**src/rtl/pepm_pkg.sv**
```systemverilog
package pepm_pkg;

  localparam int MaxTermsDef = 6;
  localparam int StoreSlots  = 1024;
  localparam int SlotW       = $clog2(StoreSlots);
  localparam int MarkW       = 32;
  localparam int CountW      = 20;
  localparam int PosW        = 20;
  localparam int TermW       = 3;
  localparam int OffsetW     = 11;
  localparam int QueueDepth  = 4;
  localparam int ApbDataW    = 32;

  localparam logic [CountW-1:0] CountMax = {CountW{1'b1}};

  localparam int RegNumTerms = 0;
  localparam int RegStop     = 1;
  localparam int RegOffset0  = 2;

  typedef enum logic [1:0] {
    CMD_POS = 2'd0,
    CMD_EOW = 2'd1,
    CMD_EOD = 2'd2
  } cmd_e;

  typedef enum logic [2:0] {
    K_FIRST = 3'd0,
    K_MID   = 3'd1,
    K_LAST  = 3'd2,
    K_EOW   = 3'd3,
    K_EOD   = 3'd4
  } op_kind_e;

  typedef enum logic [2:0] {
    ST_CLEAR    = 3'd0,
    ST_IDLE     = 3'd1,
    ST_CMP      = 3'd2,
    ST_WRAP_CHK = 3'd3
  } back_state_e;

  typedef struct packed {
    op_kind_e           kind;
    logic               neg;
    logic [SlotW-1:0]   slot;
    logic [TermW-1:0]   term;
  } q_entry_t;

  typedef struct packed {
    logic [TermW-1:0] n_eff;
    logic             stop;
  } cfg_ctl_t;

endpackage

```
**src/rtl/pepm_front.sv**
```systemverilog
module pepm_front import pepm_pkg::*; #(
  parameter int MaxTerms = MaxTermsDef
) (
  input  logic                             s_valid_i,
  output logic                             s_ready_o,
  input  logic [1:0]                       cmd_i,
  input  logic [TermW-1:0]                 term_i,
  input  logic [PosW-1:0]                  position_i,
  input  cfg_ctl_t                         ctl_i,
  input  logic [MaxTerms-1:0][OffsetW-1:0] offsets_i,
  input  logic                             init_done_i,
  input  logic                             q_full_i,
  output logic                             q_push_o,
  output q_entry_t                         q_entry_o
);

  localparam int TermIdxW = (MaxTerms > 1) ? $clog2(MaxTerms) : 1;
  localparam int SumW     = PosW + 2;

  logic [OffsetW-1:0] off;
  logic [SumW-1:0]    sum;
  logic               keep;

  assign off = offsets_i[term_i[TermIdxW-1:0]];
  assign sum = {2'b00, position_i} + {{(SumW - OffsetW){off[OffsetW-1]}}, off};

  always_comb begin
    q_entry_o.neg  = sum[SumW-1];
    q_entry_o.slot = sum[SlotW-1:0];
    q_entry_o.term = term_i;
    q_entry_o.kind = K_EOD;
    keep           = 1'b0;
    case (cmd_i)
      CMD_POS: begin
        keep = term_i < ctl_i.n_eff;
        if (term_i == '0) begin
          q_entry_o.kind = K_FIRST;
        end else if (term_i == ctl_i.n_eff - TermW'(1)) begin
          q_entry_o.kind = K_LAST;
        end else begin
          q_entry_o.kind = K_MID;
        end
      end
      CMD_EOW: begin
        keep           = 1'b1;
        q_entry_o.kind = K_EOW;
      end
      CMD_EOD: begin
        keep           = 1'b1;
        q_entry_o.kind = K_EOD;
      end
      default: begin
        keep = 1'b0;
      end
    endcase
  end

  assign s_ready_o = init_done_i && !q_full_i;
  assign q_push_o  = s_valid_i && s_ready_o && keep;

endmodule

```
**config.mk**
```make
export PLATFORM = sky130hd
export DESIGN_NAME = pepm_front
export DESIGN_NICKNAME = d
export VERILOG_FILES = /design/src/rtl/pepm_pkg.sv /design/src/rtl/pepm_front.sv
export SDC_FILE = /design/constraint.sdc
export NUM_CORES = 1
export LEC_CHECK = 0
export BUFFER_PORTS_ARGS = -buffer_cell sky130_fd_sc_hd__clkbuf_2
export CAP_MARGIN = 20
export CORE_MARGIN = 2
export CORE_UTILIZATION = 41
export DETAILED_ROUTE_END_ITERATION = 12
export PLACE_DENSITY_LB_ADDON = 0.05
export SYNTH_ARGS = -nofsm -noshare
export SYNTH_HDL_FRONTEND = slang
export SYNTH_SLANG_ARGS = --single-unit
```
**constraint.sdc**
```tcl
create_clock -name vclk -period 2.38
set_clock_uncertainty 0.15 [all_clocks]
set_input_delay 0 -clock vclk [all_inputs]
set_output_delay 0 -clock vclk [all_outputs]
set_load 0.02 [all_outputs]
```
After elaboration in Yosys (flattened, before gate mapping). Cells that the tools add are included.

Register bits: 0. Latch bits: 0. Memory bits (writable): 0. Memory bits (read-only): 0. Bits of input ports: 98. Output and inout bits: 19. Memories kept: 0.

Add/subtract/negate cells: 2. Multipliers: 0. Div/mod/pow operators: 0. $lt $le $gt $ge: 2. Equal/unequal tests: 3. Shift-type cells: 0. Multiplexer cells: 6. Bitwise operators: 0. Reduce and logical (&&, ||, !) cells: 7.

Operator list (number): binary-select mux 11 bit (select 3 bit) (1); adder 21 x 11 -> 22 bit (1); two-way mux 11 bit (1); one-hot mux 3 bit (2 select lines) (1); < comparator 3 x 4 -> 1 bit, second input constant (1); two-way mux 2 bit (2); equality test 3 bit (1); logical AND 1 bit (3); logical NOT 3 bit (1); < comparator 3 bit (1); subtractor 3 x 1 -> 3 bit, second input constant (1); equality test 2 x 1 -> 1 bit, second input constant (1); equality test 2 bit, second input constant (1); logical NOT 2 bit (1); one-hot mux 1 bit (2 select lines) (1); OR reduction 2 bit (1); logical NOT 1 bit (1).

Logic depth before layout (Yosys ltp).
Word-level depth: 5. Depth in mapped cells: 10.

Worst setup path before layout. OpenSTA, ideal clock, no wires.

Path kind: input to output. Start point: input port term_i[0]. End point: output port q_entry_o[9] (netlist name). Arrival: 2.103 ns. Required time: 2.230 ns. Setup slack: 0.127 ns. Cell stages on the path: 10. Cells stage by stage: buf_6 > buf_4 > buf_2 > mux2i_1 > o22ai_1 > fa_1 > a21oi_1 > o21a_1 > o21bai_1 > xor2_1.

RTL lines: start: declaration (line pepm_front.sv:7) `input logic [TermW-1:0] term_i,`; end: declaration (line pepm_front.sv:14) `output q_entry_t q_entry_o`.

==> flow_metrics.env <==
export IMPL_status="completed"
export IMPL_design_seq_count=0
export IMPL_critPathLaunchType="input pin"
export IMPL_dieArea_um2=3880
export IMPL_p_per_area_nw_per_um2=280
export IMPL_die_x_um=62.3
export IMPL_worst_slack_ns=0.127
export IMPL_ff_latch_area_um2=0
export IMPL_grtUsageTotal_pct=21.2
export IMPL_critPathMaxFanout=7
export IMPL_syn_nets=291
export IMPL_gp_congestion=0.828
export IMPL_ys_warn_count=0
export IMPL_peakVddDrop_mv=0.116
export IMPL_whs_ns=0.110
export IMPL_syn_mean_instance_area_um2=8.39
export IMPL_start_util_pct=42.1
export IMPL_max_cap_violations=0
export IMPL_hold_class="input pin to primary output"
export IMPL_p_int_uw=320
export IMPL_clock_buffers=0
export IMPL_cts_hold_buffers=0
export IMPL_final_util_pct=68.8
export IMPL_fillCellCount=318
export IMPL_place_hpwl_um=3720
export IMPL_worstPathArrival_ns=2.10
export IMPL_n_antenna_cell=0
export IMPL_final_cell_mix="clkbuf_2, ha_1, buf_4"
export IMPL_synth_distinct_cells=41
export IMPL_timing_fmax_mhz=444
export IMPL_ys_seq_area_share_pct=0
export IMPL_numPortBuffers=116
export IMPL_p_sw_uw=317
export IMPL_final_common_cell="clkbuf_2"
export IMPL_synthTopCellsByArea="ha_1, mux4_2, mux2i_1"
export IMPL_dieHeight_um=62.3
export IMPL_drc_errors=0
export IMPL_drt_total_wl_um=4130
export IMPL_nNetsFinal=426
export IMPL_power_leakage_uw=0.00126
export IMPL_grt_remaining_overflow=0
export IMPL_worstMarginPinSlew_ns=0.362
export IMPL_drive_gt1_share_pct=54.2
export IMPL_drtIter0Drc=48
export IMPL_vias_per_cell=4.98
export IMPL_finalCritPeriodShare_pct=94.7
export IMPL_vias=1719
export IMPL_ios=117
export IMPL_multi_input_area_um2=1300
export IMPL_final_hold_viol_count=0
export IMPL_crit_path_end_kind="primary output"
export IMPL_row_count=21
export IMPL_relSlewSlack_pct=75.9
export IMPL_synth_cells=166
export IMPL_drtAntennaViolNets=0
export IMPL_fin_crit_ns=2.25
export IMPL_area_growth_pct=63.5
export IMPL_antenna_found_initial=0
export IMPL_criticalPathCategory="input pin to primary output"
export IMPL_power_frac_comb_pct=100.0
export IMPL_grt_pass1_vias=1716
export IMPL_syn_area_um2=1390
export IMPL_dr_pass1_iters=4
export IMPL_swShare_pct=49.8
export IMPL_cp_required_ns=2.23
export IMPL_preCtsSetupSlack_ns=-0.118
export IMPL_core_area_um2=3310
export IMPL_grt_first_pass_wirelength_um=7030
export IMPL_synth_top_area_share_pct=23.4
export IMPL_power_frac_clock_pct=0
export IMPL_synth_top_cell_by_area="ha_1"
export IMPL_drv_slew=0
export IMPL_grt_max_degree=17
export IMPL_setup_viol=0
export IMPL_drt_wirelength_per_cell_um=12.0
export IMPL_seq_power_share_pct=0
## kinds of logic (layout without fill, tap and decap cells)
logic type | count (synthesis) | count (layout) | synth area share, %
adders and majority gates | 27 | 27 | 24.8
AOI/OAI and AO/OA | 42 | 42 | 19.6
and+or+nand+nor | 35 | 35 | 13.7
muxes | 22 | 22 | 25.7
buffers and inverters | 30 | 163 | 9.88
xor gates and xnor gates | 10 | 10 | 6.29
## cells in the mapped netlist, types with 3 or more instances
cell type,instances
ha_1,26
inv_1,21
mux2i_1,11
mux4_2,11
o22ai_1,11
nor2_1,10
a21oi_1,8
xnor2_1,8
o21ai_0,7
nand2_1,5
buf_4,4
nor2b_1,4
nor3_1,3
o21a_1,3
## metrics by stage
stage	cell area [um^2]	power (uW)	setup TNS [ns]	cells
floorplan	1390	371	0	166
global placement	2150	592	-0.195	341
detailed placement	2150	597	-0.398	341
CTS	2180	612	0	341
global route	2280	705	-0.00148	345
finish	2280	637	0	345
## power by group through the flow
stage | Clock [uW] | Combinational (uW) | Sequential, uW
floorplan | 0 | 371 | 0
global placement | 0 | 592 | 0
detailed placement | 0 | 597 | 0
CTS | 0 | 612 | 0
global route | 0 | 705 | 0
finish | 0 | 637 | 0
## final timing paths
| path | cells after the start | slack, ns | endpoint | startpoint |
|---|---|---|---|---|
| max | 11 | 0.13 | q_entry_o[9] | term_i[0] |
| min | 3 | 0.11 | s_ready_o | q_full_i |
## per-layer routing
| layer | vias up | GRT usage [%] | routed length (um) |
|---|---|---|---|
| met4 | 0 | 1.39 | 18 |
| met1 | 771 | 26.5 | 1720 |
| met2 | 55 | 39.5 | 2090 |
| met5 | - | 0 | 0 |
| li1 | 891 | - | - |
| met3 | 2 | 3.80 | 300 |
## worst max-delay path, cell delays in order
cell	delay [ns]
buf_8	0.12
mux4_2	0.49
inv_1	0.08
o22ai_1	0.09
ha_1	0.22
fa_2	0.36
a21oi_2	0.15
o21a_1	0.19
o21bai_1	0.08
xor2_1	0.13
clkbuf_4	0.18
## final cells by class
cell class / count / share of cell area (%)
multi-input combinational: 136 / 57.3
inverter: 21 / 3.46
timing repair buffer: 142 / 36.8
tap: 46 / 2.53
## what timing repair did
item / in CTS / in global routing
pin swaps: 1 / 8
cloned: 0 / 1
endpoints found under the setup margin: 5 / 6
resized for setup: 8 / 15
buffers inserted: 0 / 3
Note: power is estimated with default switching activity, not from simulation.
