$ cat src/rtl/pepm_pkg.sv
package pepm_pkg;

  localparam int MaxTermsDef = 6;
  localparam int StoreSlots  = 1024;
  localparam int SlotW       = $clog2(StoreSlots);
  localparam int MarkW       = 32;
  localparam int CountW      = 20;
  localparam int PosW        = 20;
  localparam int TermW       = 3;
  localparam int OffsetW     = 11;
  localparam int QueueDepth  = 4;
  localparam int ApbDataW    = 32;

  localparam logic [CountW-1:0] CountMax = {CountW{1'b1}};

  localparam int RegNumTerms = 0;
  localparam int RegStop     = 1;
  localparam int RegOffset0  = 2;

  typedef enum logic [1:0] {
    CMD_POS = 2'd0,
    CMD_EOW = 2'd1,
    CMD_EOD = 2'd2
  } cmd_e;

  typedef enum logic [2:0] {
    K_FIRST = 3'd0,
    K_MID   = 3'd1,
    K_LAST  = 3'd2,
    K_EOW   = 3'd3,
    K_EOD   = 3'd4
  } op_kind_e;

  typedef enum logic [2:0] {
    ST_CLEAR    = 3'd0,
    ST_IDLE     = 3'd1,
    ST_CMP      = 3'd2,
    ST_WRAP_CHK = 3'd3
  } back_state_e;

  typedef struct packed {
    op_kind_e           kind;
    logic               neg;
    logic [SlotW-1:0]   slot;
    logic [TermW-1:0]   term;
  } q_entry_t;

  typedef struct packed {
    logic [TermW-1:0] n_eff;
    logic             stop;
  } cfg_ctl_t;

endpackage

$ cat src/rtl/pepm_fifo.sv
module pepm_fifo import pepm_pkg::*; #(
  parameter int Width = $bits(q_entry_t),
  parameter int Depth = QueueDepth
) (
  input  logic             clk_i,
  input  logic             rst_ni,
  input  logic             push_i,
  input  logic [Width-1:0] wdata_i,
  input  logic             pop_i,
  output logic [Width-1:0] rdata_o,
  output logic             full_o,
  output logic             empty_o
);

  localparam int PtrW = (Depth > 1) ? $clog2(Depth) : 1;
  localparam int CntW = $clog2(Depth + 1);
  localparam logic [CntW-1:0] DepthC = CntW'(Depth);
  localparam logic [PtrW-1:0] LastP  = PtrW'(Depth - 1);

  logic [Width-1:0] buf_q [Depth];
  logic [PtrW-1:0]  wr_q, wr_d, rd_q, rd_d;
  logic [CntW-1:0]  cnt_q, cnt_d;

  assign full_o  = cnt_q == DepthC;
  assign empty_o = cnt_q == '0;
  assign rdata_o = buf_q[rd_q];

  always_comb begin
    wr_d  = wr_q;
    rd_d  = rd_q;
    cnt_d = cnt_q;
    if (push_i) begin
      wr_d = (wr_q == LastP) ? '0 : wr_q + PtrW'(1);
    end
    if (pop_i) begin
      rd_d = (rd_q == LastP) ? '0 : rd_q + PtrW'(1);
    end
    if (push_i && !pop_i) begin
      cnt_d = cnt_q + CntW'(1);
    end else if (pop_i && !push_i) begin
      cnt_d = cnt_q - CntW'(1);
    end
  end

  always_ff @(posedge clk_i or negedge rst_ni) begin
    if (!rst_ni) begin
      wr_q  <= '0;
      rd_q  <= '0;
      cnt_q <= '0;
    end else begin
      wr_q  <= wr_d;
      rd_q  <= rd_d;
      cnt_q <= cnt_d;
    end
  end

  always_ff @(posedge clk_i) begin
    if (push_i) begin
      buf_q[wr_q] <= wdata_i;
    end
  end

endmodule

$ cat config.mk
export PLATFORM = sky130hd
export DESIGN_NAME = pepm_fifo
export DESIGN_NICKNAME = d
export VERILOG_FILES = /design/src/rtl/pepm_pkg.sv /design/src/rtl/pepm_fifo.sv
export SDC_FILE = /design/constraint.sdc
export NUM_CORES = 1
export LEC_CHECK = 0
export CAP_MARGIN = 20
export CORE_MARGIN = 1
export CORE_UTILIZATION = 56
export DETAILED_ROUTE_END_ITERATION = 6
export DONT_BUFFER_PORTS = 1
export HOLD_SLACK_MARGIN = 0.02
export PLACE_DENSITY = 0.8
export RECOVER_POWER = 25
export SYNTH_ARGS = -nofsm -noshare
export SYNTH_HDL_FRONTEND = slang
export SYNTH_SLANG_ARGS = --single-unit
$ cat constraint.sdc
create_clock -name clk_i -period 1.7 [get_ports clk_i]
set_clock_uncertainty 0.2 [all_clocks]
set_input_delay 0.34 -clock clk_i [delete_from_list [all_inputs] [get_ports clk_i]]
set_output_delay 0.34 -clock clk_i [all_outputs]
set_load 0.05 [all_outputs]
* After elaboration in Yosys (flattened, before gate mapping)
Memories as Yosys holds them, arrays and structs flattened. Cells that the tools add are included.
Word-level totals: flip-flop bits (word level) 7, RAM bits 68, output and inout bits 19, memories 1, bits of input ports 21
Operators by class: reduce and logical (&&, ||, !) cells 6, add/sub/neg operators 4, multiplexer cells 6, equality and inequality tests 3
Memory list:
- buf_q | words 4, width 17, rd ports 1, clocked after memory_dff 0, wr ports 1, RTL line pepm_fifo.sv:20 | logic [Width-1:0] buf_q [Depth];
Operator list (count):
- two-way mux 3 bit | 2
- adder 2 x 1 -> 2 bit (second input constant) | 2
- equality test 2 bit (second input constant) | 2
- two-way mux 2 bit | 2
- adder 3 x 1 -> 3 bit (second input constant) | 1
- equality test 3 bit (second input constant) | 1
- logical NOT 3 bit | 1
- subtractor 3 x 1 -> 3 bit (second input constant) | 1
- logical AND 1 bit | 2
- logical NOT 1 bit | 2
- two-way mux 1 bit | 2
- nonzero test 2 bit | 1

* Longest topological paths before layout
word-level depth 4, gate-level depth with buffers 7, depth with buffers taken out 7

* Worst setup path after synthesis
No wires, ideal clock.
kind reg-to-output, start register cnt_q[0], end output port full_o, arrival 1.599 ns, slack -0.439 ns, stages on the path, launching flop included 2, required time 1.160 ns, cell sequence dfrtp_1 nor3b_1
Between the ends: cells in the longest elaborated chain, start to end 1
RTL lines:
- start: declaration | RTL line pepm_fifo.sv:22 | logic [CntW-1:0] cnt_q, cnt_d;
- start signal: assignment | RTL line pepm_fifo.sv:53 | cnt_q <= cnt_d;
- equality test 3 bit | RTL line pepm_fifo.sv:24 | assign full_o = cnt_q == DepthC;
- end: declaration | RTL line pepm_fifo.sv:11 | output logic full_o,
Every way passes these cells.

* Worst setup path after layout
start register rd_q[0], end output port rdata_o[4]
Between the ends: cells in the longest elaborated chain, start to end 1
RTL lines:
- start: declaration | RTL line pepm_fifo.sv:21 | logic [PtrW-1:0] wr_q, wr_d, rd_q, rd_d;
- start signal: assignment | RTL line pepm_fifo.sv:52 | rd_q <= rd_d;
- memory (4 x 17 bit)
- end: declaration | RTL line pepm_fifo.sv:10 | output logic [Width-1:0] rdata_o,
Every way passes these cells.

==> metrics.cfg <==
[power_and_ir_drop]
power_frac_clock = 0.204
p_leak_nw = 1.29
intPower_mw = 4.34
power_density_nw_per_um2 = 1900
p_sw_mw = 2.54
vdd_drop_max_uv = 1040
power_frac_comb = 0.420
p_sw_frac = 0.369
p_seq_frac = 0.376
design_power_total_mw = 6.88

[place]
gp_congestion = 0.630
place_worst_setup_slack_ns = -0.194
place_inst = 213
portBuffers = 0
dpl_cell_area_um2 = 3160
dpl.hpwl_um = 3190

[timing]
final.setup.tns_ns = -7.37
hold_viol_final = 0
fin_ws_ns = -0.449
holdWs_ns = 0.104
max_freq_mhz = 465
rsz0062_at_grt = yes
tightest_slew_ns = 0.358
slew_headroom = 0.761
finalCritPeriodShare = 1.26
min_period_ns = 2.15
setup_viol = 18
maxSlewViolCount = 0

[worst_setup_path]
start_kind = flop
arrival_ns = 1.61
critical_path_required_ns = 1.16
worstSetupPathType = flop to output port
cp_top_family = multiplexers
cp_cell_sequence = buf_6 -> mux4_2
worst_path_max_delay_cell = mux4_2
end_kind = output port
cpPeakStageDelay_ns = 0.68
crit_buf_inv = 1
critPathMaxFanout = 6

[floorplan]
initial_core_util = 0.601
num_rows = 25
die-area_um2 = 5490
core_um2 = 4850
die_w_um = 74.1
fp.dieH_um = 74.1
ioPinCount = 40

[routing]
drt_iter0_drc = 139
wl_met2_um = 2790
top_layer = met4
wl_met3_um = 222
finalWirelength_um = 5280
drc = 0
antenna_left = 0
vias_per_cell = 5.51
vias = 1388
wire_per_inst_um = 20.9
wl_met1_um = 2190
drtPass1Iterations = 4

[status]
violations = negative setup slack
status = finished, violations left

[synthesis]
syn-num-nets = 154
ys_ff_latch = 75
yosys.area.top_type = edfxtp_1
asyncSetResetFlopFracSynth = 0.0933
synth-edff-count = 68
post_synth_inst_count = 126
synth.most_common_cell = edfxtp_1
synth_common_cells = edfxtp_1, mux4_1, mux4_2, dfrtp_1, ha_1
ys_warn_count = 0
yosysTopAreaCellShare = 0.701
syn-cell-area_um2 = 2910
synth_ff_type = edfxtp_1
synth_area_leaders = edfxtp_1, mux4_1, mux4_2
synth_cell_types = 19
syn_avg_cell_area_um2 = 23.1
yosysSeqAreaShare = 0.761

[hold_path]
hold_class = primary input to flop

[clock_network]
htree_num_levels = 3
numCtsBuffers = 9
cts.reportedPaths.clkPinSlew_ns = 0.07
root_buffer = clkbuf_8
cts_buffer_depth = 2
cts_tree = done
clock_latency_ns = 0.33
clock-sinks = 75

[layout]
fin_util = 0.748
diodes = 0
stdcell_area_um2 = 3630
layout-drive-gt1-share = 0.373
num-nets-final = 208
instances_no_fill = 252
fillers = 278
area_delta_synth_final_pct = 24.5

[grt]
gr-usage-all-layers = 0.218
grt_pass1_vias = 1516
antenna_found_initial = 0
grt_first_pass_wirelength_um = 8070
gr-total-overflow = 0
grt_max_degree = 13

[run]
cap_violations = 0

==> cell usage in the layout, fill, tap and decap left out, drive strengths merged, types with 3 or more instances in the layout <==
master	Yosys	layout
inv	4	4
ha	6	6
edfxtp	68	68
mux2	3	3
clkbuf	0	9
dlygate4sd3	0	20
and2	4	4
buf	4	27
clkinv	0	5
dfrtp	7	7
mux4	17	17
nor2	3	3
==> what timing repair did <==
item / CTS / global route
hold buffers: 20 / 0
pin swaps: 2 / 3
resized for setup: 23 / 9
gates cloned: 1 / 0
setup buffers: 3 / 0
hold endpoints to repair: 79 / 0
endpoints found under the setup margin: 19 / 32
==> sequential cells by signal (all words and copies together) (netlist names) <==
name,cells
wr_q,2
buf_q,68
rd_q,2
cnt_q,3
==> kinds of logic (layout without fill, tap and decap cells) <==
logic type | count (synthesis) | count (layout) | synth area share
multiplexers | 20 | 20 | 0.155
flip-flops | 75 | 75 | 0.761
XOR/XNOR | 3 | 3 | 0.00903
adder cells (fa/ha/maj) | 7 | 7 | 0.0327
buffers and inverters | 8 | 67 | 0.0193
AND/OR/NAND/NOR | 11 | 11 | 0.0193
AO/OA/AOI/OAI | 2 | 2 | 0.00344
==> cell type report <==
type	count	area, um^2	share of cell area
Timing Repair Buffer	47	468	0.129
Multi-Input combinational cell	43	631	0.174
Sequential cell	75	2220	0.613
Tap cell	67	83.8	0.0231
Clock buffer	9	124	0.0342
Inverter	4	15.0	0.00414
Clock inverter	7	82.6	0.0228
==> final timing paths <==
check                           startpoint         end  slack, ns  cells after the start
worst max-delay path               rd_q[0]  rdata_o[4]      -0.45                      2
worst min-delay path                push_i    cnt_q[0]       0.10                      2
worst max register to register    cnt_q[1]    cnt_q[2]       0.01                      5
worst min register to register    cnt_q[2]    cnt_q[2]       0.35                      1
max in group asynchronous           rst_ni    cnt_q[0]       0.87                      1
min in group asynchronous           rst_ni     rd_q[0]       0.15                      1
==> power by group through the flow <==
stage	registers, mW	logic [mW]	clock network [mW]
floorplan	2.53	2.01	0
global placement	2.54	2.48	0
detailed placement	2.59	2.55	0
CTS	2.56	2.94	1.42
global route	2.62	3.04	1.51
finish	2.59	2.88	1.40
==> routing by layer <==
metal	global-route usage	up-vias
met2	0.359	46
li1	-	615
met5	0	-
met3	0.0786	9
met1	0.274	718
met4	0.0705	0
No activity file was read; power rests on OpenSTA's default activity.
