==> src/rtl/pepm_pkg.sv <==
package pepm_pkg;

  localparam int MaxTermsDef = 6;
  localparam int StoreSlots  = 1024;
  localparam int SlotW       = $clog2(StoreSlots);
  localparam int MarkW       = 32;
  localparam int CountW      = 20;
  localparam int PosW        = 20;
  localparam int TermW       = 3;
  localparam int OffsetW     = 11;
  localparam int QueueDepth  = 4;
  localparam int ApbDataW    = 32;

  localparam logic [CountW-1:0] CountMax = {CountW{1'b1}};

  localparam int RegNumTerms = 0;
  localparam int RegStop     = 1;
  localparam int RegOffset0  = 2;

  typedef enum logic [1:0] {
    CMD_POS = 2'd0,
    CMD_EOW = 2'd1,
    CMD_EOD = 2'd2
  } cmd_e;

  typedef enum logic [2:0] {
    K_FIRST = 3'd0,
    K_MID   = 3'd1,
    K_LAST  = 3'd2,
    K_EOW   = 3'd3,
    K_EOD   = 3'd4
  } op_kind_e;

  typedef enum logic [2:0] {
    ST_CLEAR    = 3'd0,
    ST_IDLE     = 3'd1,
    ST_CMP      = 3'd2,
    ST_WRAP_CHK = 3'd3
  } back_state_e;

  typedef struct packed {
    op_kind_e           kind;
    logic               neg;
    logic [SlotW-1:0]   slot;
    logic [TermW-1:0]   term;
  } q_entry_t;

  typedef struct packed {
    logic [TermW-1:0] n_eff;
    logic             stop;
  } cfg_ctl_t;

endpackage

==> src/rtl/pepm_cfg.sv <==
module pepm_cfg import pepm_pkg::*; #(
  parameter int MaxTerms = MaxTermsDef,
  parameter int AddrW    = $clog2((RegOffset0 + MaxTerms) * 4)
) (
  input  logic                              clk_i,
  input  logic                              rst_ni,
  input  logic                              psel,
  input  logic                              penable,
  input  logic                              pwrite,
  input  logic [AddrW-1:0]                  paddr,
  input  logic [ApbDataW-1:0]               pwdata,
  output logic [ApbDataW-1:0]               prdata,
  output logic                              pready,
  output cfg_ctl_t                          ctl_o,
  output logic [MaxTerms-1:0][OffsetW-1:0]  offsets_o
);

  localparam int IdxW     = AddrW - 2;
  localparam int TermIdxW = (MaxTerms > 1) ? $clog2(MaxTerms) : 1;
  localparam logic [TermW-1:0] MaxN = TermW'(MaxTerms);
  localparam logic [TermW-1:0] MinN = TermW'(2);

  logic [TermW-1:0]                 num_terms_q;
  logic                             stop_q;
  logic [MaxTerms-1:0][OffsetW-1:0] offset_q;
  logic [IdxW-1:0]                  reg_idx;
  logic                             wr_en;
  logic                             is_off;
  logic [TermIdxW-1:0]              off_idx;

  assign reg_idx = paddr[AddrW-1:2];
  assign wr_en   = psel && penable && pwrite;
  assign is_off  = (int'(reg_idx) >= RegOffset0) && (int'(reg_idx) < RegOffset0 + MaxTerms);
  assign off_idx = TermIdxW'(int'(reg_idx) - RegOffset0);
  assign pready  = 1'b1;

  always_ff @(posedge clk_i or negedge rst_ni) begin
    if (!rst_ni) begin
      num_terms_q <= MinN;
      stop_q      <= 1'b0;
      offset_q    <= '0;
    end else if (wr_en) begin
      if (int'(reg_idx) == RegNumTerms) begin
        num_terms_q <= pwdata[TermW-1:0];
      end else if (int'(reg_idx) == RegStop) begin
        stop_q <= pwdata[0];
      end else if (is_off) begin
        offset_q[off_idx] <= pwdata[OffsetW-1:0];
      end
    end
  end

  always_comb begin
    prdata = '0;
    if (int'(reg_idx) == RegNumTerms) begin
      prdata = ApbDataW'(num_terms_q);
    end else if (int'(reg_idx) == RegStop) begin
      prdata = ApbDataW'(stop_q);
    end else if (is_off) begin
      prdata = ApbDataW'(offset_q[off_idx]);
    end
  end

  always_comb begin
    ctl_o.stop = stop_q;
    if (num_terms_q < MinN) begin
      ctl_o.n_eff = MinN;
    end else if (num_terms_q > MaxN) begin
      ctl_o.n_eff = MaxN;
    end else begin
      ctl_o.n_eff = num_terms_q;
    end
  end

  assign offsets_o = offset_q;

endmodule

==> config.mk <==
export PLATFORM = sky130hd
export DESIGN_NAME = pepm_cfg
export DESIGN_NICKNAME = d
export VERILOG_FILES = /design/src/rtl/pepm_pkg.sv /design/src/rtl/pepm_cfg.sv
export SDC_FILE = /design/constraint.sdc
export NUM_CORES = 1
export LEC_CHECK = 0
export ABC_AREA = 1
export BUFFER_PORTS_ARGS = -buffer_cell sky130_fd_sc_hd__buf_2
export CORE_MARGIN = 3
export CORE_UTILIZATION = 37
export DETAILED_ROUTE_END_ITERATION = 10
export HOLD_SLACK_MARGIN = 0.03
export PLACE_DENSITY = 0.71
export SLEW_MARGIN = 10
export SYNTH_ARGS = -nofsm -noshare
export SYNTH_HDL_FRONTEND = slang
export SYNTH_SLANG_ARGS = --single-unit
==> constraint.sdc <==
create_clock -name clk_i -period 2.8 [get_ports clk_i]
set_clock_uncertainty 0.15 [all_clocks]
set_input_delay 0.56 -clock clk_i [delete_from_list [all_inputs] [get_ports clk_i]]
set_output_delay 0.56 -clock clk_i [all_outputs]
set_load 0.1 [all_outputs]
# Word level (Yosys, flattened, before mapping)
# Index checks and enable logic that the tools add are counted.
# classes
addsub,1
magnitude_cmp,5
eq_ne,1
mux,10
n_bitwise,2
n_reduce_logical,7
# op_table
op,count
66-bit bitwise mux,1
11-bit two-way mux,5
11-bit binary-select mux with 3-bit select,1
11-bit demux with 3-bit select,1
3-bit two-way mux,2
"3-bit by 4-bit < comparator with 1-bit output, second input constant",1
4-bit AND reduction,1
"3-bit by 2-bit equality test with 1-bit output, second input constant",1
"3-bit by 1-bit greater-or-equal comparator with 1-bit output, second input constant",1
"3-bit by 2-bit greater-or-equal comparator with 1-bit output, second input constant",1
"3-bit greater-than comparator, second input constant",1
1-bit logical AND,3
3-bit zero test,1
"3-bit by 2-bit < comparator with 1-bit output, second input constant",1
3-bit AND reduction,1
"3-bit by 2-bit subtractor with 3-bit output, second input constant",1
1-bit inverter,2
2-bit AND reduction,1
# word_totals
regBits,70
input_bits,42
word_cells,34

# Logic depth before layout (Yosys ltp)
# logic_depth
depth_word,6
depth_mapped,10

# Worst setup path before layout
# No wires, ideal clock.
# synth_timing
path_kind,input port to output port
start,input port paddr[3]
end,output port prdata[3]
arrival_time_ns,3.373
path_slack_ns,-1.283
cell_stages,8
path_cell_list,inv_1 > clkbuf_1 > ha_1 > nor2_1 > clkbuf_1 > o21a_1 > o21ai_0 > a21oi_1
# synth_via
elab_chain_len,6
elab_cells_between_ends,9
classes_between,add/sub: 1; order compare: 1; eq/ne: 1; mux: 5; reduce/logical: 1
# synth_lines
element,line,source
from (decl),pepm_cfg.sv:10,"input logic [AddrW-1:0] paddr,"
3-bit by 2-bit subtractor with 3-bit output,pepm_cfg.sv:34,assign off_idx = TermIdxW'(int'(reg_idx) - RegOffset0);
11-bit binary-select mux with 3-bit select,pepm_cfg.sv:60,prdata = ApbDataW'(offset_q[off_idx]);
11-bit two-way mux (not written as such),pepm_cfg.sv:60,
11-bit two-way mux,pepm_cfg.sv:59,end else if (is_off) begin
11-bit two-way mux,pepm_cfg.sv:57,end else if (int'(reg_idx) == RegStop) begin
11-bit two-way mux (*),pepm_cfg.sv:55,if (int'(reg_idx) == RegNumTerms) begin
to (decl),pepm_cfg.sv:12,"output logic [ApbDataW-1:0] prdata,"
# Mark *: on every way between the ends. The rest lies on a longest branch, timed or not. The select of a mux whose other input is x is not followed.

# Worst setup path in the final report
# layout_timing
start,input port paddr[4]
end,output port prdata[7]
# The elaborated chain is that of the path after synthesis.

==> PnR_summary.wiki <==
{| class="wikitable"
! Metric !! Value
|-
| Launching element of the worst setup path || paddr[4]
|-
| Worst skew pair latency || about 0.35 ns
|-
| Final worst slack || 0.1447 ns
|-
| Core region area || just under 10000 µm²
|-
| TritonCTS clock tree || yes
|-
| Clock share of power || 0.213
|-
| Wire length of the first global-routing pass || 18980 µm
|-
| Total met2 wirelength after detailed routing || 5732 µm
|-
| Cell at the root of the clock tree || clkbuf_8
|-
| Reg-to-reg endpoint || num_terms_q[1]
|-
| Global placement routability congestion || between 0.8 and 0.9
|-
| MaxCap Viol Count || 0
|-
| Worst Tran Pin Value || 0.5552 ns
|-
| Total global routing track utilization || 0.2089
|-
| Required arrival time at the worst endpoint || 2.09 ns
|-
| Leading cell types by total area after synthesis || dfrtp_1, nand2_1, nand3_1
|-
| Portion of the post-synthesis area used by sequential elements || 0.4578
|-
| Synth Register Bits || 70
|-
| Clock-pin slew on the worst setup and hold paths || ~0.07 ns
|-
| Switching fraction of total power || 0.5392
|-
| Fraction of layout instances using a drive strength above 1 || 0.2461
|-
| Crit-path slowest cell || ha_4
|-
| Setup bufs post-CTS || 0
|-
| Setup WS pre-CTS || 0.01428 ns
|-
| Cells along the critical path || buf_2 > inv_1 > ha_4 > nor2_4 > o21a_1 > o21ai_1 > a21oi_4 > buf_12
|-
| Vert. Die Dim || 107.7 µm
|-
| Count of buffering cells on the critical path with inverters included || 3
|-
| Data arrival, critical path || between 1.5 and 2 ns
|-
| Depth of the worst register-to-register path || 2
|-
| Final critical delay including setup and external delays || around 2.7 ns
|-
| Vias per inst || ~5
|-
| Count of input and output buffers || 99
|-
| Setup violation total in the final timing report || 0
|-
| Crit-path max FO || 9
|-
| Buffers from clock root to sink, at most || 2
|-
| Cell total after placement || 750
|-
| Internal || 1.995 mW
|-
| Power Density || 879.4 nW/µm²
|-
| Count of routing violations after the opening detailed-route iteration || between 200 and 300
|-
| Fin Setup TNS || 0 ns
|-
| Remaining antenna violation count after routing || 0
|-
| Total net switching power || 2.334 mW
|-
| Area leader, netlist || dfrtp_1
|-
| Worst reg-to-reg setup slack || 1.84 ns
|-
| Unrepaired setup endpoints after global routing || false
|-
| Number of H-tree levels || 3
|-
| Full die area || around 12000 µm²
|-
| Most used flip-flop cell after synthesis || dfrtp_1
|-
| Number of DRC violations after detailed routing || 0
|-
| Sink count of the clock tree || 70
|-
| Critical path's largest stage delay || about 0.23 ns
|-
| Via count of the first global-routing pass || about 3.8k
|-
| Worst reg2reg path startpoint || num_terms_q[1]
|-
| Vias || between 3k and 4k
|-
| Die width || 107.7 µm
|-
| EDFF count, synth || 0
|-
| WP depth || 8
|-
| Class of the worst hold path || reg2reg
|-
| Total count of hold-check failures in the final report || 0
|-
| Gate family responsible for the most delay along the worst path || compound AO/OA/AOI/OAI gates
|-
| Worst hold-check slack || 0.3436 ns
|-
| Most instantiated cells after synthesis || nand2_1, nand3_1, dfrtp_1
|-
| Number of antenna violations at the first check in global routing || 0
|-
| Startpoint type of the worst setup path || primary input
|-
| GRT Residual Overflow || 0
|-
| HPWL after detailed placement || slightly below 9000 µm
|-
| Non-filler instance count after layout || around 770
|-
| Avg WL per Cell || 15.65 µm
|-
| Combinational fraction of design power || 0.486
|-
| DRT Pass-1 Iters || 5
|-
| Number of pins with negative max-slew slack in the final report || 0
|-
| Share of async-settable or async-resettable flops after synthesis || 1.000
|-
| Final net count || between 600 and 700
|-
| Top cell type's share of synthesized area || 0.4510
|-
| TritonCTS buffer count || 9
|-
| Max-slew headroom || 0.6299
|-
| VDD IR-drop max || roughly 0.76 mV
|-
| Antenna fix cells || 0
|-
| Yosys warns || 0
|-
| Filler instances || 994
|-
| Mean instance size in the synthesized netlist || ~7.2 µm²
|-
| Highest layer used for signal routing || met4
|-
| DRT Wirelength || 12010 µm
|-
| Gate count of the mapped netlist || 532
|-
| Outcome || completed
|-
| Top-count cell post-synth || nand2_1
|-
| Pin count of the biggest net entering global routing || between 40 and 50
|-
| Achievable Freq || approximately 380 MHz
|-
| Endpoint of the most critical setup path || prdata[7]
|-
| Initial cell density of the core || 0.3864
|-
| Num rows || 36
|-
| Number of library cell types mapped by synthesis || 21
|-
| Routed length on met3 || approximately 1100 µm
|-
| Leakage dissipation || 2.819 nW
|-
| Worst setup path class || in2out
|-
| I/O Pins || between 100 and 150
|-
| Routed metal-1 wirelength || a little under 5000 µm
|-
| Sequential Power Share || 0.302
|-
| Worst setup EP type || output port
|-
| Post-synthesis instance area || between 3000 and 4000 µm²
|-
| Area grow syn2layout || 28.56%
|-
| Final worst path period share || 0.9483
|}
what timing repair did:
| item | CTS | global route |
|---|---|---|
| setup endpoints to repair | 0 | 11 |
| hold buffers | 1 | 0 |
| resized for setup | 0 | 1 |
| endpoints found under the hold margin | 4 | 0 |
cell type report:
class                   count  area, µm²  area share
multi-input cells         406       1866      0.3790
repair buffers            120      833.3      0.1693
clock buffers               9      123.9     0.02517
inverters                  22      82.58     0.01678
flip-flops and latches     70       1753      0.3561
clock inverters             7      97.59     0.01983
well taps                 133      166.4     0.03381
cells in the final DEF (no fill, tap or decap), types with 8 or more instances in the layout:
master / n
dfrtp_1: 69
nand3_1: 70
nand2_1: 260
a21oi_4: 8
buf_4: 19
buf_2: 88
buf_12: 12
inv_1: 20
conb_1: 22
clkbuf_8: 9
o21a_1: 8
how the worst min path moves through the flow:
stage	start	slack, ns	end	cells past startpoint
finish	offsets_o[16]	0.34	offsets_o[16]	2
global route	pwdata[4]	0.38	offsets_o[15]	3
CTS	offsets_o[16]	0.35	offsets_o[16]	2
detailed placement	rst_ni	0.24	offsets_o[52]	1
global placement	rst_ni	0.23	offsets_o[52]	1
floorplan	rst_ni	0.11	num_terms_q[0]	0
per-layer routing:
layer / vias up / track usage
met2: 188 / 0.3459
li1: 1818 / -
met4: 0 / 0.06402
met1: 1802 / 0.2664
met3: 22 / 0.05579
met5: - / 0
logic make-up (layout without fill, tap and decap cells):
| kind of cell | after synthesis | after routing | synth area share |
|---|---|---|---|
| adder cells (fa/ha/maj) | 4 | 4 | 0.01307 |
| AND/OR/NAND/NOR | 345 | 345 | 0.3657 |
| AO/OA/AOI/OAI | 35 | 35 | 0.05621 |
| buffers and inverters | 76 | 158 | 0.1052 |
| flip-flops | 70 | 70 | 0.4578 |
| other | 2 | 22 | 0.001962 |
per-stage QoR:
step | cell area [µm²] | total power [mW] | utilization
floorplan | 4030 | 3.036 | -
finish | 4922 | 4.329 | 0.4967
CTS | 4917 | 4.347 | 0.4962
global route | 4922 | 4.490 | 0.4967
detailed placement | 4686 | 3.426 | 0.4729
global placement | 4686 | 3.400 | 0.4729
state kept, by name, indices dropped and copies added, names as in the netlist:
| signal | flops |
|---|---|
| stop_q | 1 |
| num_terms_q | 3 |
| offsets_o | 66 |
tightest hold or removal path, cell delays in order (launching register included):
cell and delay, ns:
dfrtp_1 0.36, nand2_1 0.06, nand2_1 0.05
power groups by stage:
stage          Combinational [mW]  Sequential [mW]  Clock [mW]
3_3_place_gp                 2.09             1.31           0
2_1_floorplan               0.665             2.37           0
4_1_cts                      2.11             1.30       0.935
5_1_grt                      2.19             1.33       0.977
6_report                     2.10             1.31       0.920
3_5_place_dp                 2.11             1.32           0
No activity file was read; power rests on OpenSTA's default activity.
